<file path="config.mk">
export PLATFORM = sky130hd
export DESIGN_NAME = arp_receive_and_cache_core_flat
export DESIGN_NICKNAME = d
export VERILOG_FILES = /design/src/rtl/arc_pkg.sv /design/src/rtl/arc_in_if.sv /design/src/rtl/arc_out_if.sv /design/src/rtl/arc_cfg_if.sv /design/src/rtl/arp_receive_and_cache_core.sv /design/src/rtl/arc_ctrl.sv /design/src/rtl/arc_dp.sv /design/src/flat_wrapper.sv
export VERILOG_INCLUDE_DIRS = /design/src /design/src/rtl
export SDC_FILE = /design/constraint.sdc
export NUM_CORES = 2
export LEC_CHECK = 0
export BUFFER_PORTS_ARGS = -buffer_cell sky130_fd_sc_hd__buf_4
export CAP_MARGIN = 30
export CORE_MARGIN = 1
export CORE_UTILIZATION = 60
export DETAILED_ROUTE_END_ITERATION = 7
export PLACE_DENSITY_LB_ADDON = 0.08
export SETUP_SLACK_MARGIN = 0.2
export SLEW_MARGIN = 10
export SYNTH_ARGS = -nofsm -noshare
export SYNTH_HDL_FRONTEND = slang
export SYNTH_HIERARCHICAL = 1
export SYNTH_SLANG_ARGS = --single-unit
</file>
<file path="constraint.sdc">
create_clock -name clk_i -period 10.1 [get_ports clk_i]
set_clock_uncertainty 0.05 [all_clocks]
set_input_delay 1.515 -clock clk_i [delete_from_list [all_inputs] [get_ports clk_i]]
set_output_delay 1.515 -clock clk_i [all_outputs]
set_load 0.05 [all_outputs]
</file>
<file path="src/rtl/assert_macros.svh">
// Assertion helpers shared by the RTL. All of them sample on clk_i and are
// disabled while rst_ni is low.
`ifndef ASSERT_MACROS_SVH
`define ASSERT_MACROS_SVH

`ifndef SYNTH

// Checks a property on every rising clock edge outside reset.
`define ASSERT_PROP(lbl, prop, msg) \
  lbl: assert property (@(posedge clk_i) disable iff (!rst_ni) prop) else $error(msg);

// Checks that an expression is never true outside reset.
`define ASSERT_NEVER(lbl, expr, msg) \
  `ASSERT_PROP(lbl, !(expr), msg)

`else

`define ASSERT_PROP(lbl, prop, msg)
`define ASSERT_NEVER(lbl, expr, msg)

`endif

`endif

</file>
<file path="src/rtl/arc_pkg.sv">
package arc_pkg;

  localparam int CACHE_ENTRIES = 32;
  localparam int SLOT_W = (CACHE_ENTRIES > 1) ? $clog2(CACHE_ENTRIES) : 1;
  localparam int CNT_W = $clog2(CACHE_ENTRIES + 1);

  localparam int CFG_IDX_W = 2;
  localparam int CFG_DATA_W = 48;

  localparam logic [CFG_IDX_W-1:0] REG_OUR_IP   = 2'd0;
  localparam logic [CFG_IDX_W-1:0] REG_OUR_MAC  = 2'd1;
  localparam logic [CFG_IDX_W-1:0] REG_PROBE_IP = 2'd2;

  localparam logic [1:0] KIND_ARP     = 2'd0;
  localparam logic [1:0] KIND_RESOLVE = 2'd1;
  localparam logic [1:0] KIND_ADD     = 2'd2;

  localparam logic [1:0] STATUS_OK    = 2'd0;
  localparam logic [1:0] STATUS_SHORT = 2'd1;
  localparam logic [1:0] STATUS_BAD   = 2'd2;

  localparam logic [10:0] MIN_HDR_BYTES = 11'd28;
  localparam logic [15:0] HW_ETHERNET   = 16'h0001;
  localparam logic [15:0] PROTO_IPV4    = 16'h0800;
  localparam logic [7:0]  MAC_BYTES     = 8'd6;
  localparam logic [7:0]  IP_BYTES      = 8'd4;
  localparam logic [15:0] OP_REQUEST    = 16'd1;

  typedef struct packed {
    logic [1:0]  kind;
    logic [10:0] frame_length;
    logic [15:0] hw_type;
    logic [15:0] ptype;
    logic [7:0]  hw_len;
    logic [7:0]  plen;
    logic [15:0] operation;
    logic [47:0] src_mac;
    logic [31:0] src_ip;
    logic [31:0] dst_ip;
    logic [31:0] query_ip;
  } arc_item_t;

  typedef struct packed {
    logic [1:0]  status;
    logic        reply_needed;
    logic [47:0] peer_mac;
    logic [31:0] peer_ip;
    logic        lookup_hit;
    logic        request_needed;
    logic        dad_conflict;
  } arc_result_t;

  typedef struct packed {
    logic load;
    logic scan;
    logic write;
    logic finish;
  } arc_cmd_t;

  typedef struct packed {
    logic need_search;
    logic need_write;
    logic found;
    logic scan_miss;
  } arc_sts_t;

  typedef enum logic [2:0] {
    ST_IDLE,
    ST_SCAN,
    ST_WRITE,
    ST_FINISH,
    ST_RESP
  } arc_state_e;

endpackage

</file>
<file path="src/rtl/arc_in_if.sv">
interface arc_in_if;
  logic        valid;
  logic        ready;
  logic [1:0]  kind;
  logic [10:0] frame_length;
  logic [15:0] hw_type;
  logic [15:0] ptype;
  logic [7:0]  hw_len;
  logic [7:0]  plen;
  logic [15:0] operation;
  logic [47:0] src_mac;
  logic [31:0] src_ip;
  logic [31:0] dst_ip;
  logic [31:0] query_ip;

  modport source (
    output valid, kind, frame_length, hw_type, ptype, hw_len, plen,
           operation, src_mac, src_ip, dst_ip, query_ip,
    input  ready
  );
  modport sink (
    input  valid, kind, frame_length, hw_type, ptype, hw_len, plen,
           operation, src_mac, src_ip, dst_ip, query_ip,
    output ready
  );
endinterface

</file>
<file path="src/rtl/arc_out_if.sv">
interface arc_out_if;
  logic        valid;
  logic        ready;
  logic [1:0]  status;
  logic        reply_needed;
  logic [47:0] peer_mac;
  logic [31:0] peer_ip;
  logic        lookup_hit;
  logic        request_needed;
  logic        dad_conflict;

  modport source (
    output valid, status, reply_needed, peer_mac, peer_ip, lookup_hit,
           request_needed, dad_conflict,
    input  ready
  );
  modport sink (
    input  valid, status, reply_needed, peer_mac, peer_ip, lookup_hit,
           request_needed, dad_conflict,
    output ready
  );
endinterface

</file>
<file path="src/rtl/arc_cfg_if.sv">
interface arc_cfg_if;
  logic        valid;
  logic        ready;
  logic [1:0]  index;
  logic [47:0] data;

  modport source (output valid, index, data, input ready);
  modport sink (input valid, index, data, output ready);
endinterface

</file>
<file path="src/rtl/arp_receive_and_cache_core.sv">
// Channel   Dir  Payload
// in_ch     in   ARP header, resolve or static add item
// out_ch    out  status, reply and lookup decision, DAD flag
// cfg_ch    in   register index (0 our_ip, 1 our_mac, 2 probe_ip) and data
//
// One item is in flight at a time. A resolve, an insert or a header for us
// walks the cached entries through a single memory read port, one entry per
// cycle, until a hit or the last entry; other items skip the walk.
// The result beat is held until taken; in_ch is ready again the cycle after.
// Reset empties the cache (count zero) and clears the registers and the flag.
`include "assert_macros.svh"

module arp_receive_and_cache_core (
  input logic   clk_i,
  input logic   rst_ni,
  arc_in_if.sink    in_ch,
  arc_out_if.source out_ch,
  arc_cfg_if.sink   cfg_ch
);
  import arc_pkg::*;

  arc_item_t   item;
  arc_result_t result;
  arc_cmd_t    cmd;
  arc_sts_t    sts;
  logic        in_ready, out_valid;

  assign item.kind         = in_ch.kind;
  assign item.frame_length = in_ch.frame_length;
  assign item.hw_type      = in_ch.hw_type;
  assign item.ptype        = in_ch.ptype;
  assign item.hw_len       = in_ch.hw_len;
  assign item.plen         = in_ch.plen;
  assign item.operation    = in_ch.operation;
  assign item.src_mac      = in_ch.src_mac;
  assign item.src_ip       = in_ch.src_ip;
  assign item.dst_ip       = in_ch.dst_ip;
  assign item.query_ip     = in_ch.query_ip;

  assign cfg_ch.ready = 1'b1;

  arc_ctrl u_ctrl (
    .clk_i       (clk_i),
    .rst_ni      (rst_ni),
    .in_valid_i  (in_ch.valid),
    .in_ready_o  (in_ready),
    .out_valid_o (out_valid),
    .out_ready_i (out_ch.ready),
    .sts_i       (sts),
    .cmd_o       (cmd)
  );

  arc_dp u_dp (
    .clk_i       (clk_i),
    .rst_ni      (rst_ni),
    .item_i      (item),
    .cfg_we_i    (cfg_ch.valid),
    .cfg_index_i (cfg_ch.index),
    .cfg_data_i  (cfg_ch.data),
    .cmd_i       (cmd),
    .sts_o       (sts),
    .result_o    (result)
  );

  assign in_ch.ready           = in_ready;
  assign out_ch.valid          = out_valid;
  assign out_ch.status         = result.status;
  assign out_ch.reply_needed   = result.reply_needed;
  assign out_ch.peer_mac       = result.peer_mac;
  assign out_ch.peer_ip        = result.peer_ip;
  assign out_ch.lookup_hit     = result.lookup_hit;
  assign out_ch.request_needed = result.request_needed;
  assign out_ch.dad_conflict   = result.dad_conflict;

  `ASSERT_NEVER(a_one_in_flight, in_ready && out_valid, "input taken while result pending")
  `ASSERT_PROP(a_idle_after_beat, out_valid && out_ch.ready |=> in_ready, "not idle after result")
  `ASSERT_NEVER(a_hit_and_miss, out_valid && result.lookup_hit && result.request_needed, "hit and miss")
  `ASSERT_PROP(a_accept_runs, in_ch.valid && in_ready |=> !in_ready && !out_valid, "accept skipped work")

endmodule

</file>
<file path="src/rtl/arc_ctrl.sv">
module arc_ctrl (
  input  logic              clk_i,
  input  logic              rst_ni,
  input  logic              in_valid_i,
  output logic              in_ready_o,
  output logic              out_valid_o,
  input  logic              out_ready_i,
  input  arc_pkg::arc_sts_t sts_i,
  output arc_pkg::arc_cmd_t cmd_o
);
  import arc_pkg::*;

  arc_state_e state_q, state_d;

  always_ff @(posedge clk_i or negedge rst_ni) begin
    if (!rst_ni) begin
      state_q <= ST_IDLE;
    end else begin
      state_q <= state_d;
    end
  end

  always_comb begin
    state_d = state_q;
    unique case (state_q)
      ST_IDLE: begin
        if (in_valid_i) state_d = ST_SCAN;
      end
      ST_SCAN: begin
        if (!sts_i.need_search) begin
          state_d = ST_FINISH;
        end else if (sts_i.found || sts_i.scan_miss) begin
          state_d = sts_i.need_write ? ST_WRITE : ST_FINISH;
        end
      end
      ST_WRITE: begin
        state_d = ST_FINISH;
      end
      ST_FINISH: begin
        state_d = ST_RESP;
      end
      ST_RESP: begin
        if (out_ready_i) state_d = ST_IDLE;
      end
      default: begin
        state_d = ST_IDLE;
      end
    endcase
  end

  always_comb begin
    in_ready_o  = 1'b0;
    out_valid_o = 1'b0;
    cmd_o       = '0;
    unique case (state_q)
      ST_IDLE: begin
        in_ready_o = 1'b1;
        cmd_o.load = in_valid_i;
      end
      ST_SCAN: begin
        cmd_o.scan = 1'b1;
      end
      ST_WRITE: begin
        cmd_o.write = 1'b1;
      end
      ST_FINISH: begin
        cmd_o.finish = 1'b1;
      end
      ST_RESP: begin
        out_valid_o = 1'b1;
      end
      default: begin
        cmd_o = '0;
      end
    endcase
  end

endmodule

</file>
<file path="src/rtl/arc_dp.sv">
module arc_dp (
  input  logic                         clk_i,
  input  logic                         rst_ni,
  input  arc_pkg::arc_item_t           item_i,
  input  logic                         cfg_we_i,
  input  logic [arc_pkg::CFG_IDX_W-1:0]  cfg_index_i,
  input  logic [arc_pkg::CFG_DATA_W-1:0] cfg_data_i,
  input  arc_pkg::arc_cmd_t            cmd_i,
  output arc_pkg::arc_sts_t            sts_o,
  output arc_pkg::arc_result_t         result_o
);
  import arc_pkg::*;

  // Configuration and flags.
  logic [31:0] our_ip_q;
  logic [47:0] our_mac_q;
  logic [31:0] probe_ip_q;
  logic        conflict_q, conflict_d;

  // Item under work and the result register.
  arc_item_t   item_q;
  arc_result_t result_q;

  // Cache memory.
  logic [31:0] ip_mem  [CACHE_ENTRIES];
  logic [47:0] mac_mem [CACHE_ENTRIES];
  logic [31:0] rd_ip_q;
  logic [47:0] rd_mac_q;

  // Scan control.
  logic [CNT_W-1:0]  count_q;
  logic [CNT_W-1:0]  scan_q;
  logic              rd_vld_q;
  logic [SLOT_W-1:0] rd_slot_q;
  logic              found_q;
  logic [SLOT_W-1:0] found_slot_q;
  logic [47:0]       found_mac_q;

  logic        is_arp, is_resolve, is_add;
  logic        hdr_ok, for_us, conflict_set, reply;
  logic [1:0]  status;
  logic [31:0] key_ip;
  logic        issue, hit_now, cache_full;
  logic [SLOT_W-1:0] wr_slot;

  always_comb begin
    is_arp     = (item_q.kind == KIND_ARP);
    is_resolve = (item_q.kind == KIND_RESOLVE);
    is_add     = (item_q.kind == KIND_ADD);

    if (!is_arp) begin
      status = STATUS_OK;
    end else if (item_q.frame_length < MIN_HDR_BYTES) begin
      status = STATUS_SHORT;
    end else if (item_q.hw_type != HW_ETHERNET || item_q.ptype != PROTO_IPV4 ||
                 item_q.hw_len != MAC_BYTES || item_q.plen != IP_BYTES) begin
      status = STATUS_BAD;
    end else begin
      status = STATUS_OK;
    end

    hdr_ok       = is_arp && (status == STATUS_OK);
    for_us       = hdr_ok && (item_q.dst_ip == our_ip_q);
    reply        = for_us && (item_q.operation == OP_REQUEST);
    conflict_set = hdr_ok && (probe_ip_q != 32'd0) &&
                   (item_q.src_ip == probe_ip_q) && (item_q.src_mac != our_mac_q);
    conflict_d   = conflict_q | conflict_set;
    key_ip       = is_arp ? item_q.src_ip : item_q.query_ip;

    sts_o.need_search = for_us || is_resolve || is_add;
    sts_o.need_write  = for_us || is_add;
    sts_o.found       = found_q;
    sts_o.scan_miss   = !found_q && !rd_vld_q && (scan_q == count_q);

    issue      = cmd_i.scan && !found_q && (scan_q < count_q);
    hit_now    = cmd_i.scan && rd_vld_q && (rd_ip_q == key_ip);
    cache_full = (count_q == CNT_W'(CACHE_ENTRIES));

    if (found_q) begin
      wr_slot = found_slot_q;
    end else if (cache_full) begin
      wr_slot = '0;
    end else begin
      wr_slot = count_q[SLOT_W-1:0];
    end
  end

  // The read port always follows the scan pointer; the read data is registered.
  always_ff @(posedge clk_i) begin
    if (cmd_i.write) begin
      ip_mem[wr_slot]  <= key_ip;
      mac_mem[wr_slot] <= item_q.src_mac;
    end
    rd_ip_q  <= ip_mem[scan_q[SLOT_W-1:0]];
    rd_mac_q <= mac_mem[scan_q[SLOT_W-1:0]];
  end

  always_ff @(posedge clk_i) begin
    if (cmd_i.load) item_q <= item_i;
    if (!found_q && hit_now) begin
      found_slot_q <= rd_slot_q;
      found_mac_q  <= rd_mac_q;
    end
    if (issue) rd_slot_q <= scan_q[SLOT_W-1:0];
    if (cmd_i.finish) begin
      result_q.status         <= status;
      result_q.reply_needed   <= reply;
      result_q.peer_mac       <= reply ? item_q.src_mac :
                                 (is_resolve && found_q) ? found_mac_q : 48'd0;
      result_q.peer_ip        <= reply ? item_q.src_ip :
                                 is_resolve ? item_q.query_ip : 32'd0;
      result_q.lookup_hit     <= is_resolve && found_q;
      result_q.request_needed <= is_resolve && !found_q;
      result_q.dad_conflict   <= conflict_d;
    end
  end

  always_ff @(posedge clk_i or negedge rst_ni) begin
    if (!rst_ni) begin
      our_ip_q   <= '0;
      our_mac_q  <= '0;
      probe_ip_q <= '0;
      conflict_q <= 1'b0;
      count_q    <= '0;
      scan_q     <= '0;
      rd_vld_q   <= 1'b0;
      found_q    <= 1'b0;
    end else begin
      // A write to probe_ip rearms the watch and drops the flag.
      if (cfg_we_i && (cfg_index_i == REG_PROBE_IP)) begin
        conflict_q <= 1'b0;
      end else if (cmd_i.finish) begin
        conflict_q <= conflict_d;
      end
      if (cfg_we_i) begin
        unique case (cfg_index_i)
          REG_OUR_IP:   our_ip_q <= cfg_data_i[31:0];
          REG_OUR_MAC:  our_mac_q <= cfg_data_i;
          REG_PROBE_IP: probe_ip_q <= cfg_data_i[31:0];
          default: ;
        endcase
      end

      if (cmd_i.load) begin
        scan_q   <= '0;
        rd_vld_q <= 1'b0;
        found_q  <= 1'b0;
      end else begin
        rd_vld_q <= issue;
        if (issue) scan_q <= scan_q + CNT_W'(1);
        if (hit_now) found_q <= 1'b1;
      end

      if (cmd_i.write && !found_q && !cache_full) count_q <= count_q + CNT_W'(1);
    end
  end

  assign result_o = result_q;

endmodule

</file>
<file path="src/flat_wrapper.sv">
// flat-port wrapper written by rule: the top's interface ports become plain ports
module arp_receive_and_cache_core_flat import arc_pkg::*;
  (clk_i, rst_ni, in_ch_valid, in_ch_kind, in_ch_frame_length, in_ch_hw_type, in_ch_ptype, in_ch_hw_len, in_ch_plen, in_ch_operation, in_ch_src_mac, in_ch_src_ip, in_ch_dst_ip, in_ch_query_ip, in_ch_ready, out_ch_valid, out_ch_status, out_ch_reply_needed, out_ch_peer_mac, out_ch_peer_ip, out_ch_lookup_hit, out_ch_request_needed, out_ch_dad_conflict, out_ch_ready, cfg_ch_valid, cfg_ch_index, cfg_ch_data, cfg_ch_ready);
  arc_in_if in_ch_i ();
  arc_out_if out_ch_i ();
  arc_cfg_if cfg_ch_i ();
  input logic clk_i;
  input logic rst_ni;
  input wire logic [$bits(in_ch_i.valid)-1:0] in_ch_valid;
  input wire logic [$bits(in_ch_i.kind)-1:0] in_ch_kind;
  input wire logic [$bits(in_ch_i.frame_length)-1:0] in_ch_frame_length;
  input wire logic [$bits(in_ch_i.hw_type)-1:0] in_ch_hw_type;
  input wire logic [$bits(in_ch_i.ptype)-1:0] in_ch_ptype;
  input wire logic [$bits(in_ch_i.hw_len)-1:0] in_ch_hw_len;
  input wire logic [$bits(in_ch_i.plen)-1:0] in_ch_plen;
  input wire logic [$bits(in_ch_i.operation)-1:0] in_ch_operation;
  input wire logic [$bits(in_ch_i.src_mac)-1:0] in_ch_src_mac;
  input wire logic [$bits(in_ch_i.src_ip)-1:0] in_ch_src_ip;
  input wire logic [$bits(in_ch_i.dst_ip)-1:0] in_ch_dst_ip;
  input wire logic [$bits(in_ch_i.query_ip)-1:0] in_ch_query_ip;
  output wire logic [$bits(in_ch_i.ready)-1:0] in_ch_ready;
  output wire logic [$bits(out_ch_i.valid)-1:0] out_ch_valid;
  output wire logic [$bits(out_ch_i.status)-1:0] out_ch_status;
  output wire logic [$bits(out_ch_i.reply_needed)-1:0] out_ch_reply_needed;
  output wire logic [$bits(out_ch_i.peer_mac)-1:0] out_ch_peer_mac;
  output wire logic [$bits(out_ch_i.peer_ip)-1:0] out_ch_peer_ip;
  output wire logic [$bits(out_ch_i.lookup_hit)-1:0] out_ch_lookup_hit;
  output wire logic [$bits(out_ch_i.request_needed)-1:0] out_ch_request_needed;
  output wire logic [$bits(out_ch_i.dad_conflict)-1:0] out_ch_dad_conflict;
  input wire logic [$bits(out_ch_i.ready)-1:0] out_ch_ready;
  input wire logic [$bits(cfg_ch_i.valid)-1:0] cfg_ch_valid;
  input wire logic [$bits(cfg_ch_i.index)-1:0] cfg_ch_index;
  input wire logic [$bits(cfg_ch_i.data)-1:0] cfg_ch_data;
  output wire logic [$bits(cfg_ch_i.ready)-1:0] cfg_ch_ready;
  assign in_ch_i.valid = in_ch_valid;
  assign in_ch_i.kind = in_ch_kind;
  assign in_ch_i.frame_length = in_ch_frame_length;
  assign in_ch_i.hw_type = in_ch_hw_type;
  assign in_ch_i.ptype = in_ch_ptype;
  assign in_ch_i.hw_len = in_ch_hw_len;
  assign in_ch_i.plen = in_ch_plen;
  assign in_ch_i.operation = in_ch_operation;
  assign in_ch_i.src_mac = in_ch_src_mac;
  assign in_ch_i.src_ip = in_ch_src_ip;
  assign in_ch_i.dst_ip = in_ch_dst_ip;
  assign in_ch_i.query_ip = in_ch_query_ip;
  assign in_ch_ready = in_ch_i.ready;
  assign out_ch_valid = out_ch_i.valid;
  assign out_ch_status = out_ch_i.status;
  assign out_ch_reply_needed = out_ch_i.reply_needed;
  assign out_ch_peer_mac = out_ch_i.peer_mac;
  assign out_ch_peer_ip = out_ch_i.peer_ip;
  assign out_ch_lookup_hit = out_ch_i.lookup_hit;
  assign out_ch_request_needed = out_ch_i.request_needed;
  assign out_ch_dad_conflict = out_ch_i.dad_conflict;
  assign out_ch_i.ready = out_ch_ready;
  assign cfg_ch_i.valid = cfg_ch_valid;
  assign cfg_ch_i.index = cfg_ch_index;
  assign cfg_ch_i.data = cfg_ch_data;
  assign cfg_ch_ready = cfg_ch_i.ready;
  arp_receive_and_cache_core u_core (.clk_i(clk_i), .rst_ni(rst_ni), .in_ch(in_ch_i), .out_ch(out_ch_i), .cfg_ch(cfg_ch_i));
endmodule
</file>
# Word-level counts from Yosys, hierarchy flattened
# Memory sizes are Yosys's and may differ from the RTL's. A register that Yosys moved wholly into a read port is not among the register bits.
# Index checks and enable logic that the tools add are counted.
# word_totals
register_bits	495
ramBits	2560
input_bits	276
output_inout_bits	89
mem_count	2
# mem_list
memory	words	word_bits	read_ports	rd_ports_with_merged_regs	write_ports	line_no	text
u_core.u_dp.mac_mem	32	48	1	1	1	arc_dp.sv:26	logic [47:0] mac_mem [CACHE_ENTRIES];
u_core.u_dp.ip_mem	32	32	1	1	1	arc_dp.sv:25	logic [31:0] ip_mem [CACHE_ENTRIES];
# op_classes
addsub	2
n_lt_le_gt_ge	2
eq_ne	22
mux	31
n_bitwise	1
n_reduce_logical	40
# op_table
op	n
$eq 32x32->1	3
$mux 32	3
$mux 48	2
$ne 48x48->1	1
$reduce_bool 32->1	1
$logic_and 1x1->1	18
$eq 16x1->1 const B	1
$ne 16x1->1 const B	1
$ne 16x12->1 const B	1
$ne 8x3->1 const B	2
$pmux 3 s5	1
$mux 1	14
$add 6x1->6 const B	2
$mux 3	4
$mux 6	2
$lt 11x5->1 const B	1
$mux 5	2
$logic_or 1x1->1	7
$eq 3x2->1 const B	2
$eq 6x6->1	1
$eq 6x6->1 const B	1
$logic_not 2->1	3
$lt 6x6->1	1
$mux 2	3
other kinds (12)	21

# Logic depth before layout (Yosys ltp)
# logic_depth
depth_word	15
depth_mapped	13
mapped_depth_nobuf	8

# Modules after synthesis
# The synthesis kept the hierarchy.
# modules_own_cells
mod	n_inst	cells_each	area_each_um2
arc_dp	1	4948	117950.6
arc_ctrl	1	19	185.2
arp_receive_and_cache_core	1	2	11.3

# Least setup slack after synthesis
# Ideal clock, no wire load.
# synth_timing
path_type	register -> register
startpoint	reg u_core.u_ctrl.state_q[1]
endpoint	reg u_core.u_dp.found_q
arrival_ns	7.282
required_time_ns	9.924
slack_ns	2.642
path_stages_with_launch	6
synth_period_minus_slack_ns	7.458
cell_sequence	dfrtp_1 > nor3_1 > and2_1 > buf_1 > or3_1 > o41ai_1
# synth_rtl
element	line_no	text
start, declared	arc_ctrl.sv:13	arc_state_e state_q, state_d;
start signal, assigned	arc_ctrl.sv:19	state_q <= state_d;
end signal, assigned	arc_dp.sv:127	found_q <= 1'b0;
end signal, assigned	arc_dp.sv:147	found_q <= 1'b0;
end signal, assigned	arc_dp.sv:151	if (hit_now) found_q <= 1'b1;
end, declared	arc_dp.sv:35	logic found_q;

# Worst setup path in the final report
# layout_timing
startpoint	reg u_core/u_dp/item_q[220] in the netlist's numbering
endpoint	reg u_core.u_dp.found_mac_q[12], enable pin
# layout_via
elab_chain_len	5
# layout_lines
element	line_no	text
start, declared	arc_dp.sv:21	arc_item_t item_q;
start signal, assigned	arc_dp.sv:99	if (cmd_i.load) item_q <= item_i;
$logic_not 2->1	arc_dp.sv:47	is_arp = (item_q.kind == KIND_ARP);
$mux 32	arc_dp.sv:68	key_ip = is_arp ? item_q.src_ip : item_q.query_ip;
via u_core.u_dp.key_ip[30]	arc_dp.sv:42	logic [31:0] key_ip;
$eq 32x32->1	arc_dp.sv:76	hit_now = cmd_i.scan && rd_vld_q && (rd_ip_q == key_ip);
$logic_and 1x1->1	arc_dp.sv:76	
$logic_and 1x1->1	arc_dp.sv:100	if (!found_q && hit_now) begin
end signal, assigned	arc_dp.sv:102	found_mac_q <= rd_mac_q;
end, declared	arc_dp.sv:37	logic [47:0] found_mac_q;
# The timed path passes the listed nets, and every way through them passes these cells.
# A chain may end at the register's enable or synchronous reset.

==> summary by stage <==
Run status
The run finished with clean final reports.

Global route
The first global-routing pass estimated 420800 um of wire. Global routing finished with a remaining overflow of 0. The maximum number of pins on one net before global-route repair is 130. The global-route total usage across every layer is 30.53%. The number of global-route vias before repair is 56510. The initial antenna violation count is 8.

Cells and area
Compared with the post-synthesis result, the final layout area differs by 14.87%. Cells with a size suffix above 1 make up 33.35% of the layout. The fill cell instance count of the final layout is 11770. The total number of nets in the final design is 5910.

Critical path
For the worst flop-to-flop path, the logic depth is 9. In this run the critical register-to-register path is captured at u_core/u_dp/found_mac_q[12]. The worst setup path is captured at a flop.

The critical path class is flop to flop. The largest fanout of any net on the critical path is 43. Across all register-to-register paths, the minimum setup slack is 5.15 ns.

The launch point of the critical path is u_core/u_dp/item_q[220]. The capturing element of the worst setup path is u_core/u_dp/found_mac_q[12]. The required time reported for the critical path endpoint is 10.59 ns.

Data arrives at the worst endpoint at 5.44 ns. The startpoint type of the worst setup path is a flop. The beginning of the worst register-to-register path is u_core/u_dp/item_q[220].

Hold path
The startpoint identified for the worst hold timing path is u_core/u_dp/rd_mac_q[40]. The worst hold path passes through 0 cells. The tightest min-delay check is of the flop to flop type.

Die
The floorplan step set the die height to 445.7 um. The initial standard-cell utilization of the core is 60.53%. The number of standard-cell rows in the floorplan is 162. The core area is 195200 um2.

The floorplan die area is 198700 um2. The die outline width is 445.7 um. The I/O pin count is 365.

Route
The number of iterations in the first detailed-routing pass is 5. The detailed-route wire length per cell is 35.27 um. The via-per-instance ratio is 6.654. After detailed routing, the number of remaining DRC violations is 0. The count of nets left with antenna violations once routing finished came out at 0.

The routed wire length is 299600 um. The first routing iteration left 7249 violations. The via count of the routed design is 56530.

Yosys
The post-synthesis net count is 5254. The most used flip-flop cell after synthesis is sky130_fd_sc_hd__edfxtp_1. The mapped cell area is 118100 um2. The Yosys step of the flow raised 6 warnings. The area share of the leading cell type in the synthesized netlist is 74.29%. Counting instances in the post-synthesis netlist gives the leading cell types as sky130_fd_sc_hd__edfxtp_1, sky130_fd_sc_hd__mux4_2, sky130_fd_sc_hd__clkbuf_1, sky130_fd_sc_hd__dfrtp_1, sky130_fd_sc_hd__mux2_2. By area the synthesized netlist is led by sky130_fd_sc_hd__edfxtp_1, sky130_fd_sc_hd__mux4_2, sky130_fd_sc_hd__dfrtp_1. The synthesized instance count is 4969.

The synthesized design contains 2923 enable-type register cells. The fraction of registers with async set or reset after synthesis is 4.149%. In this run, synthesis produced a sequential element count of 3133. The number of distinct library cells after synthesis is 66. The most frequent cell after synthesis is sky130_fd_sc_hd__edfxtp_1. The average instance in the mapped netlist occupies 23.78 um2. The sequential fraction of the synthesis area is 78.40%. Summed over all instances, the cell type with the most area after synthesis is sky130_fd_sc_hd__edfxtp_1.

Placed design
Port buffering added 361 buffers. The HPWL after detailed placement is 161500 um. The placer's final routability congestion estimate is 0.8634.

Clocking
The level count of the clock H-tree is 5. The hold-fix buffer count after cts is 0. The root cell of the clock tree is sky130_fd_sc_hd__clkbuf_16. The quantity of gates resized following cts is 0.

The clock tree from TritonCTS is yes. The clock transition time at the flip-flop clock pins of the worst setup and hold paths is 0.06 ns. The total clock buffers created by CTS is 325. Once the clock tree was built, the setup fixing pass inserted 0 buffers.

In this run the deepest clock path goes through 4 buffers. The insertion delay of the later-clocked pin in the worst-skew pair is 0.93 ns. The number of sinks handled by clock tree synthesis is 3133.

Timing
The number of slew-limit violations in the final report came to 0. The count of final setup violators is 0. The number of failing hold endpoints at the final stage came to 0. The smallest clock period supported by the final layout is computed as 4.952 ns. The share of the clock period used by the worst path after layout is 49.03%. The headroom to the max-slew limit is 30.34%. Based on the critical path, the design can be clocked at up to 201.9 MHz.

In the final timing run, aggregate negative setup slack is 0 ns. For the pin with the worst max-slew slack, the measured transition is 1.045 ns. Setup repair after global routing left no endpoint under its margin.

Pwr
The worst vdd rail ir drop is 0.0002377 V. The power density over cell area is 256.3 nW/um2. The cell leakage power is 0.04320 uW. The total chip power is 34790 uW.

Run
The max-capacitance violation count is 0.
worst max-delay path, stage by stage, from the launching register on:
cell and delay, ns:
sky130_fd_sc_hd__edfxtp_1 0.53, sky130_fd_sc_hd__nor2_4 0.29, sky130_fd_sc_hd__buf_4 0.55, sky130_fd_sc_hd__mux2_2 0.67, sky130_fd_sc_hd__o22ai_1 0.21, sky130_fd_sc_hd__a221o_1 0.31
sky130_fd_sc_hd__or4_1 0.54, sky130_fd_sc_hd__nor3_2 0.15, sky130_fd_sc_hd__buf_4 0.36, sky130_fd_sc_hd__buf_4 0.76
where the power goes:
group | switching (uW) | leakage, uW | internal, uW | total [uW]
Sequential | 604 | 0.0286 | 15700 | 16300
Combinational | 3870 | 0.00972 | 3310 | 7180
Clock | 4740 | 0.00487 | 6540 | 11300
Total | 9210 | 0.0432 | 25600 | 34800
flip-flops by register name, indices dropped and copies added, names as in the netlist:
name and cells:
u_core/u_dp/item_q 219, u_core/u_dp/rd_mac_q 48, u_core/u_dp/rd_ip_q 32, u_core/u_dp/found_slot_q 5, u_core/u_dp/probe_ip_q 32, u_core/u_dp/rd_vld_q 1
u_core/u_dp/our_mac_q 48, u_core/u_dp/found_mac_q 48, u_core/u_dp/mac_mem 1536, u_core/u_dp/our_ip_q 32, u_core/u_dp/found_q 1, u_core/u_dp/scan_q 6
u_core/u_dp/conflict_q 1, u_core/u_ctrl/state_q 3, u_core/u_dp/count_q 6, u_core/u_dp/result_o 86, u_core/u_dp/ip_mem 1024, u_core/u_dp/rd_slot_q 5
worst min path at each step:
stage | end | slack [ns]
2_1_floorplan | u_core/u_dp/found_mac_q[0] | 0.34
3_3_place_gp | u_core/u_dp/found_mac_q[46] | 0.34
3_5_place_dp | u_core/u_dp/found_mac_q[31] | 0.34
4_1_cts | u_core/u_dp/found_mac_q[31] | 0.35
5_1_grt | u_core/u_dp/found_mac_q[31] | 0.35
6_report | u_core/u_dp/found_mac_q[40] | 0.35
placed cells by master (no fill, tap or decap), types with 15 or more instances in the layout:
cell type,count
sky130_fd_sc_hd__edfxtp_1,2923
sky130_fd_sc_hd__mux4_2,800
sky130_fd_sc_hd__buf_4,500
sky130_fd_sc_hd__clkbuf_16,335
sky130_fd_sc_hd__dfrtp_1,125
sky130_fd_sc_hd__mux2_2,112
sky130_fd_sc_hd__xnor2_1,98
sky130_fd_sc_hd__mux2_1,90
sky130_fd_sc_hd__a22o_1,82
sky130_fd_sc_hd__clkbuf_1,80
sky130_fd_sc_hd__dfxtp_1,80
sky130_fd_sc_hd__clkinv_1,56
sky130_fd_sc_hd__clkinv_2,55
sky130_fd_sc_hd__nand2_1,53
sky130_fd_sc_hd__xor2_1,49
sky130_fd_sc_hd__nor4_1,45
sky130_fd_sc_hd__nand4_1,41
sky130_fd_sc_hd__inv_1,37
sky130_fd_sc_hd__nor2_4,35
sky130_fd_sc_hd__buf_16,26
sky130_fd_sc_hd__clkbuf_8,23
sky130_fd_sc_hd__nor2_1,19
sky130_fd_sc_hd__buf_12,19
sky130_fd_sc_hd__bufinv_16,15
cells by family after synthesis:
| group | synth area share (%) |
|---|---|
| buf+inv | 1.022 |
| flops | 78.40 |
| compound gates | 1.024 |
| other cells | 0.003174 |
| xor+xnor | 1.090 |
| mux | 17.25 |
| fa+ha+maj | 0.09531 |
| simple gates | 1.113 |
routing by layer:
layer,up-vias,GRT usage [%],part of all wire (%)
li1,22450,-,-
met1,30450,44.27,38
met2,3095,48.99,50
met3,529,4.793,9.2
met4,4,8.804,2.8
met5,-,0,0.0093
final cells by class:
class | instances | area [um2] | area share, %
sequential | 3133 | 92650 | 68.27
multi-input combinational | 1568 | 24610 | 18.14
clock buffer | 434 | 8900 | 6.558
timing repair buffer | 560 | 5107 | 3.763
tap | 2624 | 3283 | 2.419
clock inverter | 136 | 1015 | 0.7477
inverter | 37 | 138.9 | 0.1023
antenna | 4 | 10.01 | 0.007376
through the flow:
stage / hold slack, ns / util (%) / cell area (um2) / setup WS (ns) / cells
floorplan: 0.3355 / - / 118100 / 2.642 / 4969
global placement: 0.3362 / 63.87 / 124700 / 5.162 / 7874
detailed placement: 0.3387 / 64.17 / 125300 / 5.188 / 7899
CTS: 0.3515 / 69.25 / 135200 / 5.162 / 8469
global route: 0.3520 / 69.53 / 135700 / 5.048 / 8495
finish: 0.3494 / 69.53 / 135700 / 5.148 / 8496
No activity file was read; power rests on OpenSTA's default activity.
